[src/design/sdsp_pkg.sv]
// -----------------------------------------------------------------------------
// sdsp_pkg
// Shared types and constants for the stereo DAC sample pacer.
// -----------------------------------------------------------------------------
package sdsp_pkg;

   // Queue geometry
   localparam int QUEUE_DEPTH = 1024;
   localparam int ADDR_W      = $clog2(QUEUE_DEPTH);
   localparam int FILL_W      = $clog2(QUEUE_DEPTH + 1);

   // Field widths
   localparam int SAMPLE_W = 8;
   localparam int COUNT_W  = 64;
   localparam int BLOCK_W  = 11;
   localparam int REG_W    = 26;
   localparam int PHASE_W  = 27;
   localparam int CSR_IDX_W = 2;

   // Reset values and fixed offsets
   localparam logic [REG_W-1:0]    STEP_RESET  = REG_W'(1000000);
   localparam logic [REG_W-1:0]    LIMIT_RESET = REG_W'(33570145);
   localparam logic [SAMPLE_W-1:0] DAC_OFFSET  = 8'h80;
   localparam logic [BLOCK_W-1:0]  BLOCK_MAX   = 11'd2047;

   typedef enum logic [2:0] {
      ACT_TICK  = 3'd0,
      ACT_PUSH  = 3'd1,
      ACT_SET   = 3'd2,
      ACT_START = 3'd3,
      ACT_STOP  = 3'd4
   } action_type;

   typedef enum logic [CSR_IDX_W-1:0] {
      CSR_PHASE_STEP  = 2'd0,
      CSR_PHASE_LIMIT = 2'd1
   } csr_index_type;

   // One queue entry
   typedef struct packed {
      logic                blk_end;
      logic [SAMPLE_W-1:0] right;
      logic [SAMPLE_W-1:0] left;
   } pair_type;

   // Item passed from the control stage to the result stage
   typedef struct packed {
      logic               update;
      logic               dropped;
      logic               blk_clear;
      logic               blk_push_inc;
      logic [COUNT_W-1:0] count;
   } stage_type;

endpackage

[src/design/sdsp_ifs.sv]


interface sdsp_rsp_if
   import sdsp_pkg::*;
   ();
   logic                valid;
   logic                ready;
   logic [SAMPLE_W-1:0] dac_left;
   logic [SAMPLE_W-1:0] dac_right;
   logic                dac_update;
   logic [COUNT_W-1:0]  sample_count;
   logic [BLOCK_W-1:0]  blocks_waiting;
   logic                push_dropped;

   modport source (output valid, dac_left, dac_right, dac_update, sample_count,
                   blocks_waiting, push_dropped, input ready);
   modport sink (input valid, dac_left, dac_right, dac_update, sample_count,
                 blocks_waiting, push_dropped, output ready);
endinterface


[src/design/sdsp_out.sv]
// -----------------------------------------------------------------------------
// sdsp_out
// Result register: block count, held DAC codes and response handshake.
// -----------------------------------------------------------------------------
module sdsp_out
   import sdsp_pkg::*;
(
   input  logic      clock,
   input  logic      reset,
   input  logic      stage_valid,
   output logic      stage_ready,
   input  stage_type stage,
   input  pair_type  rd_pair,
   sdsp_rsp_if.source rsp
);

   logic                s2_ff;
   stage_type           stage_ff;
   logic [BLOCK_W-1:0]  blk_ff, blk_in;
   logic [SAMPLE_W-1:0] held_left_ff, held_right_ff;
   logic                rsp_xfer;

   assign stage_ready = !s2_ff || rsp.ready;
   assign rsp_xfer    = rsp.valid && rsp.ready;

   // Apply this item's single block-count change
   always_comb begin
      blk_in = blk_ff;
      priority if (stage_ff.blk_clear) begin
         blk_in = '0;
      end else if (stage_ff.update && rd_pair.blk_end && blk_ff != '0) begin
         blk_in = blk_ff - 1'b1;
      end else if (stage_ff.blk_push_inc && blk_ff < BLOCK_MAX) begin
         blk_in = blk_ff + 1'b1;
      end else begin
         blk_in = blk_ff;
      end
   end

   assign rsp.valid          = s2_ff;
   assign rsp.dac_left       = stage_ff.update ? (rd_pair.left ^ DAC_OFFSET) : held_left_ff;
   assign rsp.dac_right      = stage_ff.update ? (rd_pair.right ^ DAC_OFFSET) : held_right_ff;
   assign rsp.dac_update     = stage_ff.update;
   assign rsp.sample_count   = stage_ff.count;
   assign rsp.blocks_waiting = blk_in;
   assign rsp.push_dropped   = stage_ff.dropped;

   always_ff @(posedge clock) begin
      if (reset) begin
         s2_ff <= 1'b0;
      end else if (stage_ready) begin
         s2_ff <= stage_valid;
      end
   end

   always_ff @(posedge clock) begin
      if (stage_valid && stage_ready) begin
         stage_ff <= stage;
      end
   end

   always_ff @(posedge clock) begin
      if (reset) begin
         blk_ff        <= '0;
         held_left_ff  <= DAC_OFFSET;
         held_right_ff <= DAC_OFFSET;
      end else if (rsp_xfer) begin
         blk_ff        <= blk_in;
         held_left_ff  <= rsp.dac_left;
         held_right_ff <= rsp.dac_right;
      end
   end

   a_one_blk_op: assert property (@(posedge clock) disable iff (reset)
      s2_ff |-> $countones({stage_ff.blk_clear, stage_ff.blk_push_inc, stage_ff.update,
                            stage_ff.dropped}) <= 1)
      else $error("more than one queue operation in one item");

   a_held_codes: assert property (@(posedge clock) disable iff (reset)
      rsp_xfer |=> held_left_ff == $past(rsp.dac_left))
      else $error("held left code lost");

   a_clear_zero: assert property (@(posedge clock) disable iff (reset)
      s2_ff && stage_ff.blk_clear |-> rsp.blocks_waiting == '0)
      else $error("block count not cleared");

endmodule
[src/flat_wrapper.sv]
// flat-port wrapper written by rule: the top's interface ports become plain ports
module sdsp_out_flat import sdsp_pkg::*;
  (clock, reset, stage_valid, stage_ready, stage, rd_pair, rsp_valid, rsp_dac_left, rsp_dac_right, rsp_dac_update, rsp_sample_count, rsp_blocks_waiting, rsp_push_dropped, rsp_ready);
  sdsp_rsp_if rsp_i ();
  input  logic clock;
  input  logic reset;
  input  logic stage_valid;
  output logic stage_ready;
  input  stage_type stage;
  input  pair_type rd_pair;
  output wire logic [$bits(rsp_i.valid)-1:0] rsp_valid;
  output wire logic [$bits(rsp_i.dac_left)-1:0] rsp_dac_left;
  output wire logic [$bits(rsp_i.dac_right)-1:0] rsp_dac_right;
  output wire logic [$bits(rsp_i.dac_update)-1:0] rsp_dac_update;
  output wire logic [$bits(rsp_i.sample_count)-1:0] rsp_sample_count;
  output wire logic [$bits(rsp_i.blocks_waiting)-1:0] rsp_blocks_waiting;
  output wire logic [$bits(rsp_i.push_dropped)-1:0] rsp_push_dropped;
  input wire logic [$bits(rsp_i.ready)-1:0] rsp_ready;
  assign rsp_valid = rsp_i.valid;
  assign rsp_dac_left = rsp_i.dac_left;
  assign rsp_dac_right = rsp_i.dac_right;
  assign rsp_dac_update = rsp_i.dac_update;
  assign rsp_sample_count = rsp_i.sample_count;
  assign rsp_blocks_waiting = rsp_i.blocks_waiting;
  assign rsp_push_dropped = rsp_i.push_dropped;
  assign rsp_i.ready = rsp_ready;
  sdsp_out u_core (.clock(clock), .reset(reset), .stage_valid(stage_valid), .stage_ready(stage_ready), .stage(stage), .rd_pair(rd_pair), .rsp(rsp_i));
endmodule
[config.mk]
export PLATFORM = sky130hd
export DESIGN_NAME = sdsp_out_flat
export DESIGN_NICKNAME = d
export VERILOG_FILES = /design/src/design/sdsp_pkg.sv /design/src/design/sdsp_ifs.sv /design/src/design/sdsp_out.sv /design/src/flat_wrapper.sv
export SDC_FILE = /design/constraint.sdc
export NUM_CORES = 1
export LEC_CHECK = 0
export BUFFER_PORTS_ARGS = -buffer_cell sky130_fd_sc_hd__buf_2
export CORE_UTILIZATION = 45
export CTS_CLUSTER_DIAMETER = 30
export DETAILED_ROUTE_END_ITERATION = 10
export PLACE_DENSITY = 0.8
export SYNTH_ARGS = -nofsm -noshare
export SYNTH_HDL_FRONTEND = slang
export SYNTH_SLANG_ARGS = --single-unit
[constraint.sdc]
create_clock -name clock -period 3.2 [get_ports clock]
set_clock_uncertainty 0.15 [all_clocks]
set_input_delay 0.64 -clock clock [delete_from_list [all_inputs] [get_ports clock]]
set_output_delay 0.64 -clock clock [all_outputs]
set_load 0.02 [all_outputs]
## Yosys cells after proc, flatten, opt, wreduce, memory -nomap -nowiden

Index checks and enable logic that the tools add are counted.

- Register bits: 96
- Latch bits: 0
- Bits in writable memories: 0
- Memory bits (read-only): 0
- Input port bits: 89
- Output and inout bits: 95
- Logic and storage cells: 27
- Memories kept: 0

- $add $sub $neg: 2
- Multiply operators: 0
- Div/mod/pow operators: 0
- $lt $le $gt $ge: 1
- Equal/unequal tests: 0
- Shift operators: 0
- Multiplexer cells: 5
- Bitwise logic cells: 2
- Reduce and logical (&&, ||, !) cells: 8

Operators by type and width:

| cell | count |
|---|---|
| 2-to-1 mux 11 bit | 3 |
| 2-to-1 mux 8 bit | 2 |
| adder 11 x 1 -> 11 bit, second input constant | 1 |
| < comparator 11 bit, second input constant | 1 |
| nonzero test 11 bit | 1 |
| subtractor 11 x 1 -> 11 bit, second input constant | 1 |
| logical AND 1 bit | 5 |
| NOT 1 bit | 2 |
| logical NOT 1 bit | 1 |
| logical OR 1 bit | 1 |

## Longest topological paths before layout

- Depth in word-level cells: 5
- Mapped depth: 8
- Mapped depth without buffers: 7

## Worst setup path before layout

No wires, ideal clock.

- Path type: in2reg
- Start: in rsp_ready
- End: reg u_core.stage_ff (netlist bit u_core.rsp.dac_update), enable pin
- Library setup time: 433 ps
- Data arrival time: 2,537 ps
- Required time: 2,617 ps
- Path slack: 80 ps
- Stages on the path: 2
- Buffers on the path: 0
- Cells stage by stage: nand2b_1 > and2_1

- Word-level cells in the longest chain between the ends: 2

Ends and longest elaborated chain:

| what | RTL line | text |
|---|---|---|
| from (decl) | flat_wrapper.sv:18 | `input wire logic [$bits(rsp_i.ready)-1:0] rsp_ready;` |
| logical OR 1 bit | sdsp_out.sv:23 | `assign stage_ready = !s2_ff \|\| rsp.ready;` |
| logical AND 1 bit | sdsp_out.sv:57 | `if (stage_valid && stage_ready) begin` |
| to (signal assigned) | sdsp_out.sv:58 | `stage_ff <= stage;` |
| to (decl) | sdsp_out.sv:18 | `stage_type stage_ff;` |

Every way passes these cells.
A chain may end at the register's enable or synchronous reset.

## Worst setup path after layout

- Start: reg u_core.blk_ff[2]
- End: out rsp_blocks_waiting[10]

- Word-level cells in the longest chain between the ends: 5
- Elaborated cells on any way between the ends: 9
- Those cells by class: add/sub: 2; order compare: 1; mux: 3; reduce/logical: 3

Ends and longest elaborated chain:

| what | RTL line | text |
|---|---|---|
| from (decl) | sdsp_out.sv:19 | `logic [BLOCK_W-1:0] blk_ff, blk_in;` |
| from (signal assigned) | sdsp_out.sv:68 | `blk_ff <= blk_in;` |
| < comparator 11 bit | sdsp_out.sv:33 | `end else if (stage_ff.blk_push_inc && blk_ff < BLOCK_MAX) begin` |
| logical AND 1 bit | sdsp_out.sv:33 |  |
| 2-to-1 mux 11 bit | sdsp_out.sv:33 |  |
| 2-to-1 mux 11 bit (*) | sdsp_out.sv:31 | `end else if (stage_ff.update && rd_pair.blk_end && blk_ff != '0) begin` |
| 2-to-1 mux 11 bit (*) | sdsp_out.sv:29 | `priority if (stage_ff.blk_clear) begin` |
| to (decl) | flat_wrapper.sv:16 | `output wire logic [$bits(rsp_i.blocks_waiting)-1:0] rsp_blocks_waiting;` |

Mark *: on every way between the ends. The rest lies on a longest branch, timed or not.

==> impl_metrics.yaml <==
placed_design:
  place.gp.congestion: 0.925
  hpwlAfterDp_um: 6840
  io_buffers: 183
cells_and_area:
  multi_input_area_mm2: 0.00136
  fill_cells: 857
  diodes: 0
  fin_nets: 595
  regArea_mm2: 0.00262
  area_growth_pct: 17.5
  layout-drive-gt1-share_pct: 49.4
worst_setup_path:
  crit_type: "register to output port"
  crit_arrival_ps: 2310
  ff2ff_path_depth: 6
  reg2reg_slack_ps: 860
  critPathTopFamily: "simple AND/OR/NAND/NOR gates"
  required_ps: 2410
  cpPeakStageDelay_ps: 560
  crit_fanout: 6
  reg2reg_to: "u_core.blk_ff[8]"
  crit_path_frequent_cell: "buf_4"
  startpoint_type: "register"
  end_kind: "output port"
  r2r_start: "u_core.blk_ff[2]"
  cp_cell_sequence: "buf_4 -> or4_4 -> nor4b_4 -> buf_4 -> a221o_1 -> a21oi_1 -> buf_2"
  cp_slowest_cell: "or4_4"
  path_buf_inv: 3
synth:
  synthTopCellsByArea: "edfxtp_1, dfxtp_1, buf_4"
  syn-num-nets: 476
  synth-main-ff-cell: "edfxtp_1"
  async_reset_ff_share_pct: 0
  yosys_warnings: 0
  synth_top_area_share_pct: 45.0
  yosys.area.top_type: "edfxtp_1"
  ys_types: 57
  ys_seq_area_share_pct: 57.4
  synthTopCellsByCount: "edfxtp_1, buf_4, nor2_1, dfxtp_1, nor3_1"
  yosysMostFrequentCell: "edfxtp_1"
  synth-seq-cells: 96
  syn_avg_cell_area_um2: 11.8
  syn_area_mm2: 0.00454
  syn_inst: 385
  synth_edf_count: 68
clock_tree:
  cts-htree-levels: 3
  cts_hold_buf: 0
  max-clock-path-buffers: 2
  clk_latency_ps: 350
  root_buffer: "clkbuf_8"
  cts_sinks: 96
  clk_pin_slew_ps: 90
  cts_made_buffers: 9
  cts_tree: "yes"
global_routing:
  grt_use_met3_pct: 3.83
  track_usage_pct: 17.7
  grt_pass1_wl_um: 14100
  grt_max_degree: 69
  grt-ovfl-total: 0
  met2_usage_pct: 31.2
  grt_pass1_vias: 2917
  grt.busiest_layer: "met2"
  antenna_found_initial: 0
  met1_usage_pct: 20.7
hold_path:
  min_path_cells: 1
  holdPathEnd: "u_core.rsp.push_dropped"
  min-delay-start: "stage[66]"
  min_path_type: "input pin to register"
drt:
  drtPass1Iterations: 4
  via_count: 3190
  wl_um: 9420
  drc: 0
  post_drt_wl_per_cell_um: 14.7
  first_iter_violations: 90
  antenna_left: 0
  vias_per_cell: 4.98
sta:
  setup_viol: 0
  tns_ps: 0
  post-route-period-util_pct: 96.8
  drv_slew: 0
  achievable-frequency_mhz: 323
  rsz0062_at_grt: "false"
  period_needed_ps: 3100
  tightest_slew_ps: 876
  slew_headroom_pct: 41.5
  hold_violations: 0
floorplan:
  core-area_mm2: 0.00977
  die_y_um: 102
  initial_utilization_pct: 46.4
  die_x_um: 102
  dieArea_mm2: 0.0105
  rows: 36
  pin_count: 184
power_and_ir_drop:
  power.leakage_nw: 2.23
  p_total_w: 0.00244
  irDropWorstVdd_mv: 0.205
  power_density_mw_per_mm2: 458
flow_run:
  cap_violations: 0
run_status:
  outcome: "complete, no violations"
-- worst max-delay path by stage --
| stage | start | end | slack, ps | cells past startpoint |
|---|---|---|---|---|
| final | u_core.blk_ff[2] | rsp_blocks_waiting[10] | 100 | 7 |
| after global routing | u_core.blk_ff[1] | rsp_blocks_waiting[3] | 3 | 8 |
| after CTS | u_core.blk_ff[1] | rsp_blocks_waiting[3] | -3 | 8 |
| after detailed placement | rd_pair[16] | rsp_blocks_waiting[6] | 220 | 7 |
| after global placement | rd_pair[16] | rsp_blocks_waiting[5] | 290 | 7 |
| after floorplan | rsp_ready | u_core.rsp.dac_update | 80 | 2 |
-- flip-flops by register name, indices dropped and copies added, names as in the netlist --
| signal | flops |
|---|---|
| u_core.held_left_ff | 8 |
| u_core.rsp.dac_update | 1 |
| u_core.rsp.push_dropped | 1 |
| u_core.rsp.valid | 1 |
| u_core.rsp.sample_count | 64 |
| u_core.blk_ff | 11 |
| u_core.stage_ff | 2 |
| u_core.held_right_ff | 8 |
-- metrics by stage --
step / utilization, % / setup WS (ps) / hold WS (ps) / cell area (um2) / cells
final: 54.5 / 102 / 304 / 5330 / 641
after global routing: 54.5 / 3.18 / 279 / 5330 / 641
after CTS: 53.7 / -3.08 / 279 / 5250 / 637
after detailed placement: 51.5 / 222 / 337 / 5030 / 620
after global placement: 51.5 / 286 / 331 / 5030 / 620
after floorplan: - / 79.9 / 322 / 4540 / 385
-- where the power goes --
group / internal [W] / switching, W / total (W) / leakage (nW)
clock: 0.000281 / 0.000418 / 0.000699 / 0.0797
combinational: 0.000122 / 0.000198 / 0.000320 / 1.26
sequential: 0.00140 / 0.0000232 / 0.00142 / 0.891
-- layout make-up --
type	instances	share of cell area [%]
inverters	7	0.493
flip-flops and latches	96	49.1
multi-input cells	197	25.5
clock inverters	6	0.798
well taps	133	3.12
repair buffers	193	18.6
clock buffers	9	2.32
-- cells by family (layout without fill, tap and decap cells) --
family / after synthesis / in the layout / synth area share, %
and+or+nand+nor: 125 / 125 / 15.4
muxes: 18 / 18 / 4.39
xor gates and xnor gates: 6 / 6 / 1.16
AOI/OAI and AO/OA: 46 / 46 / 6.98
DFF: 96 / 96 / 57.4
buffers and inverters: 92 / 215 / 14.2
adders and majority gates: 2 / 2 / 0.552
-- layer usage --
metal / vias to the layer above / share of wire [%]
met1: 1480 / 40
met5: - / 0
met4: 0 / 1.4
met3: 13 / 7.4
met2: 140 / 51
li1: 1557 / -
-- placed cells by master (no fill, tap or decap), types with 5 or more instances in the layout --
master / instances
a21oi_1: 12
a31oi_1: 7
buf_2: 183
buf_4: 10
clkbuf_8: 9
dfxtp_1: 18
dfxtp_2: 9
edfxtp_1: 68
inv_1: 7
mux2_2: 15
nand2_1: 11
nand3_1: 5
nand4_1: 5
nor2_1: 48
nor3_1: 19
o21ai_0: 7
or3_1: 5
-- what timing repair did --
action,4_1_cts,5_1_grt
setup endpoints to repair,5,9
pin swaps,1,5
gates resized for setup,7,14
setup buffers,2,4
(Power assumes the default switching activity.)
